## src/rtl/dual_stack_shared_buffer_unit_assert.svh

```systemverilog
// assertion macros for the dual stack shared buffer unit
// no dependencies; included by the controller and datapath modules
`ifndef DUAL_STACK_SHARED_BUFFER_UNIT_ASSERT_SVH
`define DUAL_STACK_SHARED_BUFFER_UNIT_ASSERT_SVH
`ifndef SYNTHESIS
// clocked check, switched off while reset is high
`define DSSB_ASSERT_RST(label, clk, rst, prop) \
  label: assert property (@(posedge clk) disable iff (rst) prop) \
    else $error("dssb assertion failed");
// clocked check that also holds through reset
`define DSSB_ASSERT(label, clk, prop) \
  label: assert property (@(posedge clk) prop) \
    else $error("dssb assertion failed");
`else
`define DSSB_ASSERT_RST(label, clk, rst, prop)
`define DSSB_ASSERT(label, clk, prop)
`endif
`endif

```

## src/rtl/dssb_pkg.sv

```systemverilog
// shared types and constants for the dual stack shared buffer unit
// no dependencies
`default_nettype none

package dssb_pkg;

  localparam int DEPTH_DEFAULT = 16;
  localparam int WORD_W        = 32;
  localparam int CMD_W         = 3;
  localparam int STATUS_W      = 2;
  localparam int SIZE_W        = 5;

  // command codes, codes above CMD_PEEK_UP leave both stacks and the buffer unchanged
  localparam logic [CMD_W-1:0] CMD_PUSH_LO = 3'd0;
  localparam logic [CMD_W-1:0] CMD_POP_LO  = 3'd1;
  localparam logic [CMD_W-1:0] CMD_PEEK_LO = 3'd2;
  localparam logic [CMD_W-1:0] CMD_PUSH_UP = 3'd3;
  localparam logic [CMD_W-1:0] CMD_POP_UP  = 3'd4;
  localparam logic [CMD_W-1:0] CMD_PEEK_UP = 3'd5;

  // result status codes
  localparam logic [STATUS_W-1:0] ST_DONE      = 2'd0;
  localparam logic [STATUS_W-1:0] ST_OVERFLOW  = 2'd1;
  localparam logic [STATUS_W-1:0] ST_UNDERFLOW = 2'd2;

  // controller to datapath
  typedef struct packed {
    logic load;       // capture command and push word
    logic exec;       // update counts, write or read the buffer
    logic take_read;  // capture buffer read data as top value
  } dp_cmd_t;

  // datapath to controller
  typedef struct packed {
    logic peek_hit;   // current command is a peek of a non-empty stack
  } dp_stat_t;

endpackage

`default_nettype wire

```

## src/rtl/dssb_ram.sv

```systemverilog
// generic simple dual port ram, one write port and one registered read port
// no dependencies
`default_nettype none

module dssb_ram #(
  parameter int WIDTH = 32,
  parameter int DEPTH = 16
) (
  input  wire logic                     clk,
  input  wire logic                     we,
  input  wire logic [$clog2(DEPTH)-1:0] waddr,
  input  wire logic [WIDTH-1:0]         wdata,
  input  wire logic                     re,
  input  wire logic [$clog2(DEPTH)-1:0] raddr,
  output logic      [WIDTH-1:0]         rdata
);

  logic [WIDTH-1:0] mem [DEPTH];

  always_ff @(posedge clk) begin
    if (we) begin
      mem[waddr] <= wdata;
    end
    if (re) begin
      rdata <= mem[raddr];
    end
  end

endmodule

`default_nettype wire

```

## src/rtl/dssb_ctrl.sv

```systemverilog
// command sequencer for the dual stack shared buffer unit
// depends on dssb_pkg and dual_stack_shared_buffer_unit_assert.svh
`default_nettype none
`include "dual_stack_shared_buffer_unit_assert.svh"

module dssb_ctrl (
  input  wire logic              clk,
  input  wire logic              rst,
  input  wire logic              start,
  output logic                   busy,
  output logic                   done,
  output dssb_pkg::dp_cmd_t      dp_cmd,
  input  wire dssb_pkg::dp_stat_t dp_stat
);

  typedef enum logic [2:0] {
    S_IDLE = 3'b001,
    S_EXEC = 3'b010,
    S_READ = 3'b100
  } state_t;

  state_t state, state_next;
  logic   done_next;

  always_comb begin
    state_next = state;
    done_next  = 1'b0;
    dp_cmd     = '0;
    case (state)
      S_IDLE: begin
        dp_cmd.load = start;
        if (start) begin
          state_next = S_EXEC;
        end
      end
      S_EXEC: begin
        dp_cmd.exec = 1'b1;
        if (dp_stat.peek_hit) begin
          state_next = S_READ;
        end else begin
          state_next = S_IDLE;
          done_next  = 1'b1;
        end
      end
      S_READ: begin
        dp_cmd.take_read = 1'b1;
        state_next       = S_IDLE;
        done_next        = 1'b1;
      end
      default: begin
        state_next = S_IDLE;
      end
    endcase
  end

  always_ff @(posedge clk) begin
    if (rst) begin
      state <= S_IDLE;
      done  <= 1'b0;
    end else begin
      state <= state_next;
      done  <= done_next;
    end
  end

  assign busy = (state != S_IDLE);

  `DSSB_ASSERT_RST(a_accept_goes_busy, clk, rst, start && !busy |=> busy)
  `DSSB_ASSERT_RST(a_done_single_cycle, clk, rst, done |=> !done)
  `DSSB_ASSERT_RST(a_done_when_idle, clk, rst, done |-> !busy)
  `DSSB_ASSERT(a_no_done_after_reset, clk, rst |=> !done)

endmodule

`default_nettype wire

```

## src/rtl/dssb_dpath.sv

```systemverilog
// stack counts, shared buffer and result registers
// depends on dssb_pkg, dssb_ram and dual_stack_shared_buffer_unit_assert.svh
`default_nettype none
`include "dual_stack_shared_buffer_unit_assert.svh"

module dssb_dpath #(
  parameter int DEPTH = dssb_pkg::DEPTH_DEFAULT
) (
  input  wire logic                            clk,
  input  wire logic                            rst,
  input  wire dssb_pkg::dp_cmd_t               dp_cmd,
  output dssb_pkg::dp_stat_t                   dp_stat,
  input  wire logic [dssb_pkg::CMD_W-1:0]      command,
  input  wire logic signed [dssb_pkg::WORD_W-1:0] push_value,
  output logic signed [dssb_pkg::WORD_W-1:0]   top_value,
  output logic [dssb_pkg::STATUS_W-1:0]        status,
  output logic [dssb_pkg::SIZE_W-1:0]          lower_size,
  output logic [dssb_pkg::SIZE_W-1:0]          upper_size,
  output logic                                 lower_empty,
  output logic                                 upper_empty
);

  localparam int AW = $clog2(DEPTH);
  localparam int CW = $clog2(DEPTH + 1);
  localparam int SW = dssb_pkg::SIZE_W;
  localparam int WW = dssb_pkg::WORD_W;
  localparam logic [CW-1:0] DEPTH_C = CW'(DEPTH);
  localparam logic [CW:0]   DEPTH_S = (CW + 1)'(DEPTH);

  logic [dssb_pkg::CMD_W-1:0] cmd;
  logic [WW-1:0]              value;
  logic [CW-1:0]              lower_cnt;
  logic [CW-1:0]              upper_cnt;
  logic [CW:0]                cnt_sum;
  logic                       full;
  logic                       is_push_lo, is_pop_lo, is_peek_lo;
  logic                       is_push_up, is_pop_up, is_peek_up;
  logic                       underflow;
  logic [CW-1:0]              lo_peek_idx, up_push_idx, up_peek_idx;
  logic                       ram_we;
  logic [AW-1:0]              ram_waddr, ram_raddr;
  logic [WW-1:0]              ram_rdata;
  logic [CW+SW-1:0]           lower_ext, upper_ext;

  always_ff @(posedge clk) begin
    if (dp_cmd.load) begin
      cmd   <= command;
      value <= push_value;
    end
  end

  assign is_push_lo = (cmd == dssb_pkg::CMD_PUSH_LO);
  assign is_pop_lo  = (cmd == dssb_pkg::CMD_POP_LO);
  assign is_peek_lo = (cmd == dssb_pkg::CMD_PEEK_LO);
  assign is_push_up = (cmd == dssb_pkg::CMD_PUSH_UP);
  assign is_pop_up  = (cmd == dssb_pkg::CMD_POP_UP);
  assign is_peek_up = (cmd == dssb_pkg::CMD_PEEK_UP);

  assign cnt_sum     = {1'b0, lower_cnt} + {1'b0, upper_cnt};
  assign full        = (cnt_sum >= DEPTH_S);
  assign lower_empty = (lower_cnt == '0);
  assign upper_empty = (upper_cnt == '0);
  assign underflow   = ((is_pop_lo || is_peek_lo) && lower_empty) ||
                       ((is_pop_up || is_peek_up) && upper_empty);

  assign dp_stat.peek_hit = (is_peek_lo && !lower_empty) || (is_peek_up && !upper_empty);

  // the upper stack grows down from the last entry
  assign lo_peek_idx = lower_cnt - CW'(1);
  assign up_push_idx = DEPTH_C - upper_cnt - CW'(1);
  assign up_peek_idx = DEPTH_C - upper_cnt;

  assign ram_we    = dp_cmd.exec && (is_push_lo || is_push_up) && !full;
  assign ram_waddr = is_push_lo ? lower_cnt[AW-1:0] : up_push_idx[AW-1:0];
  assign ram_raddr = is_peek_lo ? lo_peek_idx[AW-1:0] : up_peek_idx[AW-1:0];

  dssb_ram #(
    .WIDTH (WW),
    .DEPTH (DEPTH)
  ) u_ram (
    .clk   (clk),
    .we    (ram_we),
    .waddr (ram_waddr),
    .wdata (value),
    .re    (dp_cmd.exec),
    .raddr (ram_raddr),
    .rdata (ram_rdata)
  );

  always_ff @(posedge clk) begin
    if (rst) begin
      lower_cnt <= '0;
      upper_cnt <= '0;
    end else if (dp_cmd.exec) begin
      if (is_push_lo && !full) begin
        lower_cnt <= lower_cnt + CW'(1);
      end else if (is_pop_lo && !lower_empty) begin
        lower_cnt <= lower_cnt - CW'(1);
      end else if (is_push_up && !full) begin
        upper_cnt <= upper_cnt + CW'(1);
      end else if (is_pop_up && !upper_empty) begin
        upper_cnt <= upper_cnt - CW'(1);
      end
    end
  end

  always_ff @(posedge clk) begin
    if (dp_cmd.exec) begin
      if (underflow) begin
        top_value <= '1;
        status    <= dssb_pkg::ST_UNDERFLOW;
      end else if ((is_push_lo || is_push_up) && full) begin
        top_value <= '0;
        status    <= dssb_pkg::ST_OVERFLOW;
      end else begin
        top_value <= '0;
        status    <= dssb_pkg::ST_DONE;
      end
    end else if (dp_cmd.take_read) begin
      top_value <= ram_rdata;
    end
  end

  // sizes report the low bits of the counts
  assign lower_ext  = {{SW{1'b0}}, lower_cnt};
  assign upper_ext  = {{SW{1'b0}}, upper_cnt};
  assign lower_size = lower_ext[SW-1:0];
  assign upper_size = upper_ext[SW-1:0];

  `DSSB_ASSERT_RST(a_never_overfilled, clk, rst, cnt_sum <= DEPTH_S)
  `DSSB_ASSERT_RST(a_lower_moves_on_exec, clk, rst, lower_cnt != $past(lower_cnt) |-> $past(dp_cmd.exec))
  `DSSB_ASSERT_RST(a_upper_moves_on_exec, clk, rst, upper_cnt != $past(upper_cnt) |-> $past(dp_cmd.exec))

endmodule

`default_nettype wire

```

## src/rtl/dual_stack_shared_buffer_unit.sv

```systemverilog
// top level of the dual stack shared buffer unit: two stacks in one buffer
// depends on dssb_pkg, dssb_ctrl, dssb_dpath and dssb_ram
//
//  channel   | handshake      | payload
//  ----------+----------------+-----------------------------------------------
//  command   | start / busy   | command, push_value
//  result    | done (strobe)  | top_value, status, lower_size, upper_size,
//            |                | lower_empty, upper_empty
//
// a transaction is taken at a rising edge with start high and busy low
// push, pop and unused codes pass through the execute state only, and the
// result strobes in the cycle after the execute cycle
// successful peek: adds a read state for the registered read of the buffer ram
// reset (rst, synchronous) empties both stacks; the buffer itself is not cleared
// done is high for exactly one cycle and the result ports hold for that cycle;
// the receiver cannot stall
`default_nettype none

module dual_stack_shared_buffer_unit #(
  parameter int DEPTH = dssb_pkg::DEPTH_DEFAULT
) (
  input  wire logic                               clk,
  input  wire logic                               rst,
  // command transaction
  input  wire logic                               start,
  output logic                                    busy,
  input  wire logic [dssb_pkg::CMD_W-1:0]         command,
  input  wire logic signed [dssb_pkg::WORD_W-1:0] push_value,
  // result transaction
  output logic                                    done,
  output logic signed [dssb_pkg::WORD_W-1:0]      top_value,
  output logic [dssb_pkg::STATUS_W-1:0]           status,
  output logic [dssb_pkg::SIZE_W-1:0]             lower_size,
  output logic [dssb_pkg::SIZE_W-1:0]             upper_size,
  output logic                                    lower_empty,
  output logic                                    upper_empty
);

  // control between sequencer and datapath
  dssb_pkg::dp_cmd_t  dp_cmd;
  dssb_pkg::dp_stat_t dp_stat;

  // sequencer: idle, execute, optional read wait, and the result strobe
  dssb_ctrl u_ctrl (
    .clk     (clk),
    .rst     (rst),
    .start   (start),
    .busy    (busy),
    .done    (done),
    .dp_cmd  (dp_cmd),
    .dp_stat (dp_stat)
  );

  // datapath: counts, shared buffer ram and result registers
  dssb_dpath #(
    .DEPTH (DEPTH)
  ) u_dpath (
    .clk         (clk),
    .rst         (rst),
    .dp_cmd      (dp_cmd),
    .dp_stat     (dp_stat),
    .command     (command),
    .push_value  (push_value),
    .top_value   (top_value),
    .status      (status),
    .lower_size  (lower_size),
    .upper_size  (upper_size),
    .lower_empty (lower_empty),
    .upper_empty (upper_empty)
  );

endmodule

`default_nettype wire
```

## config.mk

```make
export PLATFORM = sky130hd
export DESIGN_NAME = dual_stack_shared_buffer_unit
export DESIGN_NICKNAME = d
export VERILOG_FILES = /design/src/rtl/dssb_pkg.sv /design/src/rtl/dssb_ram.sv /design/src/rtl/dssb_ctrl.sv /design/src/rtl/dssb_dpath.sv /design/src/rtl/dual_stack_shared_buffer_unit.sv
export VERILOG_INCLUDE_DIRS = /design/src /design/src/rtl
export SDC_FILE = /design/constraint.sdc
export NUM_CORES = 1
export LEC_CHECK = 0
export ABC_AREA = 1
export BUFFER_PORTS_ARGS = -buffer_cell sky130_fd_sc_hd__buf_2
export CAP_MARGIN = 15
export CORE_ASPECT_RATIO = 0.7
export CORE_MARGIN = 3
export CORE_UTILIZATION = 60
export DETAILED_ROUTE_END_ITERATION = 12
export PLACE_DENSITY = 0.83
export SLEW_MARGIN = 20
export SYNTH_ARGS = -nofsm -noshare
export SYNTH_HDL_FRONTEND = slang
export SYNTH_SLANG_ARGS = --single-unit
```

## constraint.sdc

```tcl
create_clock -name clk -period 5.45 [get_ports clk]
set_input_delay 1.09 -clock clk [delete_from_list [all_inputs] [get_ports clk]]
set_output_delay 1.09 -clock clk [all_outputs]
set_load 0.01 [all_outputs]
```

### Word-level counts from Yosys, hierarchy flattened

Memories as Yosys holds them, arrays and structs flattened. A register that Yosys moved wholly into a read port is not among the register bits.
Index checks and enable logic that the tools add are counted.

| operators by class | value |
|---|---|
| add/sub/neg operators | 7 |
| order comparisons | 1 |
| equal/unequal tests | 10 |
| muxes and demuxes | 20 |
| bitwise logic cells | 2 |
| reductions and logical operators | 27 |

Operators by type and width:

| kind | number |
|---|---|
| two-way mux 32 bit | 3 |
| two-way mux 5 bit | 4 |
| logical AND 1 bit | 11 |
| adder 5 x 1 -> 5 bit, second input constant | 2 |
| logical NOT 5 bit | 2 |
| subtractor 5 x 1 -> 5 bit, second input constant | 2 |
| equality test 3 x 2 -> 1 bit, second input constant | 3 |
| equality test 3 bit, second input constant | 3 |
| two-way mux 4 bit | 2 |
| two-way mux 1 bit | 7 |
| adder 5 x 5 -> 6 bit | 1 |
| equality test 3 x 1 -> 1 bit, second input constant | 2 |
| >= comparator 6 x 5 -> 1 bit, second input constant | 1 |
| two-way mux 3 bit | 2 |
| case mux 3 bit (2 select lines) | 1 |
| nonzero test 2 bit | 3 |
| logical OR 1 bit | 5 |
| AND reduction 4 bit | 1 |
| subtractor 1 x 4 -> 4 bit, first input constant | 1 |
| subtractor 4 x 1 -> 4 bit, second input constant | 1 |
| logical NOT 1 bit | 3 |
| logical NOT 3 bit | 1 |
| != test 3 x 1 -> 1 bit, second input constant | 1 |
| != test 2 bit, second input constant | 1 |
| 3 further kinds | 4 |

| word-level totals | value |
|---|---|
| register bits after elaboration | 83 |
| RAM bits | 512 |
| bits of input ports | 38 |
| word-level logic and storage cells | 76 |
| memories kept | 1 |

Memories:

| name | words | width | rd ports | clocked after memory_dff | write ports | line | source |
|---|---|---|---|---|---|---|---|
| u_dpath.u_ram.mem | 16 | 32 | 1 | 1 | 1 | dssb_ram.sv:18 | `logic [WIDTH-1:0] mem [DEPTH];` |

### Logic depth before layout (Yosys ltp)

Gate-level depths: netlist of the first run.

| depth | value |
|---|---|
| depth in word-level cells | 6 |
| depth in mapped cells | 18 |
| mapped depth without buffers | 18 |

### Cells and area by module

From an unflattened synthesis of the first run, not the netlist that was laid out.

| unflattened totals | value |
|---|---|
| cell total of the unflattened synthesis | 2448 |
| area total of the unflattened synthesis | 26740.6 um^2 |

Modules (own cells, without submodules):

| module | instances | cells an instance | area an instance (um^2) | sequential area each (um^2) |
|---|---|---|---|---|
| dssb_ram | 1 | 2120 | 23064.6 | 16335.7 |
| dssb_dpath | 1 | 299 | 3485.8 | 2272.2 |
| dssb_ctrl | 1 | 29 | 190.2 | 80.1 |

### Least setup slack after synthesis of the first run

OpenSTA, ideal clock, no wires.

| timing | value |
|---|---|
| path type | reg-to-reg |
| start point | register u_ctrl.state[0] |
| end point | memory u_dpath.u_ram.mem[4][0] (enable) |
| setup time | 0.421 ns |
| data arrival time | 3.786 ns |
| required time | 5.029 ns |
| setup slack | 1.243 ns |
| cell stages (with the launch flop) | 6 |
| buffers on the path | 0 |
| clock period less this slack | 4.207 ns |
| cells stage by stage | dfxtp_1 nor3_2 nand3_1 nor2_1 nand2_1 nor2_1 |

| on the way | value |
|---|---|
| longest elaborated chain between the ends | 6 |

Ends and longest elaborated chain:

| item | line | source |
|---|---|---|
| start, declared | dssb_ctrl.sv:22 | `state_t state, state_next;` |
| start signal, assigned | dssb_ctrl.sv:61 | `state <= state_next;` |
| equality test 3 x 2 -> 1 bit | dssb_ctrl.sv:29 | `case (state)` |
| two-way mux 1 bit | dssb_ctrl.sv:29 |  |
| logical AND 1 bit (2 in a row) | dssb_dpath.sv:73 | `assign ram_we = dp_cmd.exec && (is_push_lo \|\| is_push_up) && !full;` |
| two-way mux 1 bit | dssb_ram.sv:21 | `if (we) begin` |
| two-way mux 1 bit (not written as such) | dssb_ram.sv:22 | `mem[waddr] <= wdata;` |
| end, declared | dssb_ram.sv:18 |  |

No other way between the ends.

### Worst setup path after layout of the first run

| timing | value |
|---|---|
| start point | register u_dpath.upper_cnt[0] (netlist: u_dpath.upper_size[0]) |
| end point | memory u_dpath.u_ram.mem[15][17] (enable) |

RTL lines:

| item | line | source |
|---|---|---|
| start, declared | dssb_dpath.sv:33 | `logic [CW-1:0] upper_cnt;` |
| start signal, assigned | dssb_dpath.sv:100 | `upper_cnt <= upper_cnt + CW'(1);` |
| start signal, assigned | dssb_dpath.sv:102 | `upper_cnt <= upper_cnt - CW'(1);` |
| subtractor 1 x 4 -> 4 bit | dssb_dpath.sv:70 | `assign up_push_idx = DEPTH_C - upper_cnt - CW'(1);` |
| subtractor 4 x 1 -> 4 bit | dssb_dpath.sv:70 |  |
| via u_dpath.up_push_idx[0] | dssb_dpath.sv:39 | `logic [CW-1:0] lo_peek_idx, up_push_idx, up_peek_idx;` |
| two-way mux 4 bit | dssb_dpath.sv:74 | `assign ram_waddr = is_push_lo ? lower_cnt[AW-1:0] : up_push_idx[AW-1:0];` |

The timed path passes the listed nets, and every way through them passes these cells.

==> impl_metrics.tcl, run 1 <==
set metrics [dict create \
    cp.arrival_ns 3.89 \
    final_cells 2621 \
    root_buffer "clkbuf_16" \
    antennaDiodeCount 0 \
    status "finished, final reports clean" \
    fmax_mhz 276 \
    cts_tree "done" \
    synth_top_cell_area_share_pct 73.3 \
    ant_nets 0 \
    netlist_instances 1967 \
    maxSlewHeadroom_pct 25.6 \
    routedWlPerCell_um 22.0 \
    rows 62 \
    port_buffers 85 \
    place_area_mm2 0.0261 \
    dp_hpwl_mm 30.3 \
    p_switching_mw 2.17 \
    required_ns 5.72 \
    critPathCaptureType "register" \
    p_int_mw 7.71 \
    core_mm2 0.0412 \
    drv_cap 0 \
    syn-num-nets 2016 \
    synth_area_leaders "edfxtp_1, nor2_1, o211ai_1, nand2_1, nand3_1" \
    syn_to_final_growth_pct 11.0 \
    dieArea_mm2 0.0444 \
    cp_slowest_cell "nor2_4" \
    final-setup-viol-count 0 \
    seqPwrFrac_pct 55.2 \
    dr.pass1.iters 6 \
    slew_viol_final 0 \
    post_cts_buffers 0 \
    comb_power_share_pct 5.3 \
    hold_viol 0 \
    clockBufferDepth 3 \
    path_delay_family "simple AND/OR/NAND/NOR gates" \
    io_pins 86 \
    start_util_pct 61.0 \
    ctsResizeCount 0 \
    drt_iter0_markers 2154 \
    rsz0062_at_grt "no" \
    worst-path-max-fanout 20 \
    crit_buf_inv 2 \
    cts.htree.levels 2 \
    final_area_mm2 0.0279 \
    swShare_pct 21.9 \
    min_path_type "reg -> reg" \
    peakVddDrop_mv 0.318 \
    antenna_found_initial 0 \
    yosys.area.top_type "edfxtp_1" \
    period_share_pct 66.5 \
    ys_seq_area_share_pct 74.4 \
    nets 2082 \
    fin_util_pct 67.7 \
    worstMarginPinSlew_ns 1.12 \
    die_w_um 251 \
    grt_pass1_vias 15683 \
    dpl.cell_count 2520 \
    syn_area_per_cell_um2 12.8 \
    layout-drive-gt1-share_pct 11.0 \
    cts_made_buffers 55 \
    syn-cell-area_mm2 0.0251 \
    path_cells "inv_1, ha_1, or2_2, nor2_1, xnor2_1, nand2_1, nand3_1, nor2_4, buf_4" \
    num_vias 15757 \
    setup_tns_ns 0 \
    drc_errors 0 \
    cts_hold_buf 0 \
    power_density_mw_per_mm2 354 \
    cts_sinks 627 \
    grt_pass1_wl_mm 88.9 \
    cp_slowest_stage_delay_ns 0.86 \
    clock_latency_ns 0.59 \
    fp.dieH_um 177 \
    vias_per_cell 6.01 \
    grt-ovfl-total 0 \
    fin_crit_ns 3.62 \
    start_kind "register" \
    crit_type "reg -> reg" \
    place_congestion 0.866 \
    p_clk_share_pct 39.5 \
    p_leak_nw 10.0 \
    ys_types 31 \
    ys_ff_latch 627 \
    clock_skew_ns 0.0120 \
    cts.reportedPaths.clkPinSlew_ns 0.07 \
    yosys_warnings 0 \
    grtUsageTotal_pct 26.2 \
    wirelength_mm 57.7 \
    grt_start_max_net_pins 237 \
]
-- flip-flops by register name, summed over array words and instances (netlist names) --
name / count
u_dpath.u_ram.mem: 512
u_dpath.top_value: 32
u_dpath.u_ram.rdata: 32
u_dpath.value: 32
u_dpath.lower_size: 5
u_dpath.upper_size: 5
u_ctrl.state: 3
u_dpath.cmd: 3
u_dpath.status: 2
u_ctrl.done: 1
-- area by class of cell --
cell class	instances	area, µm²
clock inverters	38	378
clock buffers	63	1410
repair buffers	118	738
flip-flops and latches	627	18700
inverters	164	622
fillers	2689	13300
multi-input cells	1067	5380
well taps	544	681
-- cell usage in the layout (no fill, tap or decap), drive strengths merged, types with 14 or more instances in the layout --
cell and instances:
o21ai 193, dfxtp 14, o211ai 130, nor2 264
edfxtp 613, inv 164, nand3 184, clkbuf 63
clkinv 29, buf 118, nand2 249
-- tightest hold or removal path, cell delays in order (launching register included) --
cell      delay (ns)
edfxtp_1        0.32
nand2_1         0.05
nand2_1         0.05
-- cell families after synthesis --
| group | Yosys count | synth area share [%] |
|---|---|---|
| AOI/OAI and AO/OA | 337 | 8.17 |
| xor gates and xnor gates | 11 | 0.384 |
| adders and majority gates | 11 | 0.578 |
| buffers and inverters | 273 | 4.86 |
| DFF | 627 | 74.4 |
| and+or+nand+nor | 708 | 11.6 |
-- path summary, 6_finish.rpt --
path / start / end / slack, ns / cells past startpoint
min reg2reg: u_dpath.u_ram.rdata[9] / u_dpath.top_value[9] / 0.52 / 2
max reg2reg: u_dpath.upper_size[0] / u_dpath.u_ram.mem[15][17] / 1.83 / 9
max: u_dpath.upper_size[0] / u_dpath.u_ram.mem[15][17] / 1.83 / 9
min: u_dpath.u_ram.rdata[9] / u_dpath.top_value[9] / 0.52 / 2
-- metrics by stage --
step | hold WS (ns) | power [mW] | setup WS (ns)
floorplan | 0.496 | 5.89 | 1.24
global placement | 0.499 | 6.04 | 1.95
detailed placement | 0.507 | 6.07 | 1.89
CTS | 0.522 | 9.90 | 1.86
global route | 0.547 | 10.2 | 1.56
finish | 0.516 | 9.88 | 1.83
-- cell usage after synthesis --
library cell,n
o21ai_0,115
a31oi_1,1
a32o_1,1
dfxtp_1,14
xnor2_1,3
buf_1,7
o21ai_2,2
or2_2,3
edfxtp_1,613
buf_4,13
nand4_1,4
o2111ai_1,1
ha_1,10
xor2_1,8
buf_6,10
nor3_2,1
nand3_1,183
buf_2,58
clkinv_1,1
clkbuf_1,21
o21ai_1,74
a21oi_1,11
nand2_1,249
nor3_1,3
nor2_1,264
inv_1,160
o211ai_1,130
nand3_2,1
inv_2,3
o21ai_4,2
fa_1,1
-- layer usage --
metal | vias up | part of all wire [%] | GRT usage [%] | routed length, µm
met4 | 0 | 2.9 | 9.54 | 1690
li1 | 7148 | - | - | -
met1 | 7617 | 40 | 36.4 | 23000
met2 | 862 | 47 | 42.2 | 27300
met5 | - | 0 | 0 | 0
met3 | 130 | 9.9 | 4.77 | 5730
-- power by group through the flow --
stage	Sequential [mW]	Combinational, mW	Clock (mW)
5_1_grt	5.46	0.577	4.12
3_5_place_dp	5.56	0.513	0
4_1_cts	5.45	0.517	3.93
3_3_place_gp	5.55	0.493	0
2_1_floorplan	5.52	0.364	0
6_report	5.45	0.520	3.90
(Power assumes the default switching activity.)
==> run 2, diff against run 1 <==
==> constraint.sdc (replaced) <==
create_clock -name clk -period 3.6 [get_ports clk]
set_input_delay 0.72 -clock clk [delete_from_list [all_inputs] [get_ports clk]]
set_output_delay 0.72 -clock clk [all_outputs]
set_load 0.01 [all_outputs]
==> run 2 against run 1 <==
Critical path depth is 1 higher. Wire length is 0.29% higher. Global-route usage is 0.24 points higher. Clock skew is 0.0050 ns higher. Critical path type unchanged.
==> impl_metrics.tcl, run 2 (same netlist as run 1, synthesis figures left out) <==
set metrics [dict create \
    p_leak_nw 10.1 \
    dieArea_mm2 0.0444 \
    cts_made_buffers 54 \
    drc_errors 0 \
    largest_reg_flops 512 \
    multi_input_area_mm2 0.00538 \
    fill_cells 2645 \
    crit_buf_inv 2 \
    ctsResizeCount 0 \
    clockBufferDepth 3 \
    status "finished, final reports clean" \
    cp_slowest_cell "dfxtp_1" \
    rsz0062_at_grt "no" \
    start_util_pct 61.0 \
    worst-path-max-fanout 32 \
    cts.htree.levels 2 \
    worstMarginPinSlew_ns 0.817 \
    cts_sinks 627 \
    antennaDiodeCount 0 \
    drt_iter0_markers 2141 \
    required_ns 3.83 \
    crit_type "reg -> reg" \
    layout_commonest_cell "edfxtp_1" \
    port_buffers 85 \
    dr.pass1.iters 6 \
    cp_slowest_stage_delay_ns 0.50 \
    cts_tree "done" \
    core_mm2 0.0412 \
    wirelength_mm 57.9 \
    grt_pass1_vias 15722 \
    root_buffer "clkbuf_16" \
    ant_nets 0 \
    place_congestion 0.906 \
    io_pins 86 \
    cts.reportedPaths.clkPinSlew_ns 0.07 \
    vias_per_cell 6.02 \
    post_cts_buffers 0 \
    hold_depth 1 \
    fp.dieH_um 177 \
    power_density_mw_per_mm2 525 \
    power_mw 14.7 \
    fmax_mhz 327 \
    grt_pass1_wl_mm 89.4 \
    grt-ovfl-total 0 \
    grtUsageTotal_pct 26.4 \
    fin_crit_ns 3.06 \
    final_cells 2640 \
    final-setup-viol-count 0 \
    final-seq-area_mm2 0.0187 \
    post-place-ws_ns 0.578 \
    hold_viol 0 \
    nets 2100 \
    holdWs_ns 0.289 \
    period_share_pct 85.0 \
    syn_to_final_growth_pct 11.5 \
    critPathCaptureType "register" \
    start_kind "register" \
    die_w_um 251 \
    clock_latency_ns 0.60 \
    rows 62 \
    cpMostUsedCell "nand2_1" \
    layout-drive-gt1-share_pct 11.6 \
    rr_worst_depth 10 \
    dpl.cell_count 2539 \
    setup_ws_ns 0.538 \
    peakVddDrop_mv 0.476 \
    antenna_found_initial 0 \
    dp_hpwl_mm 33.2 \
    min_path_type "in -> reg" \
    path_cells "inv_1, ha_1, or2_2, nor2_1, xnor2_1, nand2_1, nand2_1, nand2_1, nor2_4, buf_4" \
    num_vias 15892 \
    cp.arrival_ns 3.29 \
    drv_cap 0 \
    slew_viol_final 0 \
    routedWlPerCell_um 21.9 \
    final_cell_mix "edfxtp_1, nand2_1, nor2_1" \
    path_depth 10 \
    maxSlewHeadroom_pct 45.5 \
    cts_hold_buf 0 \
    grt_start_max_net_pins 153 \
    clock_skew_ns 0.0170 \
    largest_register "u_dpath.u_ram.mem" \
    path_delay_family "simple AND/OR/NAND/NOR gates" \
]
## run 2: layout make-up
type / count / share of cell area, %
tap: 544 / 2.43
clock inverter: 38 / 1.03
multi-input combinational: 1067 / 19.2
inverter: 164 / 2.22
clock buffer: 63 / 5.02
sequential: 627 / 66.7
timing repair buffer: 137 / 3.40
## run 2: worst paths after layout
kind / from / end / slack (ns)
max: u_dpath.upper_size[0] / u_dpath.u_ram.mem[0][11] / 0.54
min: push_value[20] / u_dpath.value[20] / 0.29
max reg2reg: u_dpath.upper_size[0] / u_dpath.u_ram.mem[0][11] / 0.54
min reg2reg: u_dpath.u_ram.rdata[22] / u_dpath.top_value[22] / 0.52
## run 2: layer usage
metal	track usage, %	up-vias	routed length (µm)
met5	0	-	0
met4	10.0	0	1740
met3	4.74	126	6150
met2	41.4	922	26700
met1	37.8	7649	23300
li1	-	7195	-
## run 2: where the power goes
| group | switching (mW) | internal, mW | total (mW) | leakage [nW] |
|---|---|---|---|---|
| Combinational | 0.589 | 0.255 | 0.844 | 3.62 |
| Clock | 2.56 | 3.03 | 5.59 | 0.807 |
| Sequential | 0.147 | 8.13 | 8.28 | 5.64 |
| Total | 3.30 | 11.4 | 14.7 | 10.1 |
## run 2: per-stage QoR
step	utilization (%)	cell area, µm²	setup TNS [ns]
2_1_floorplan	-	25100	-2.75
3_3_place_gp	63.9	26300	0
3_5_place_dp	63.9	26300	0
4_1_cts	68.0	28000	0
5_1_grt	68.0	28000	0
6_report	68.0	28000	0
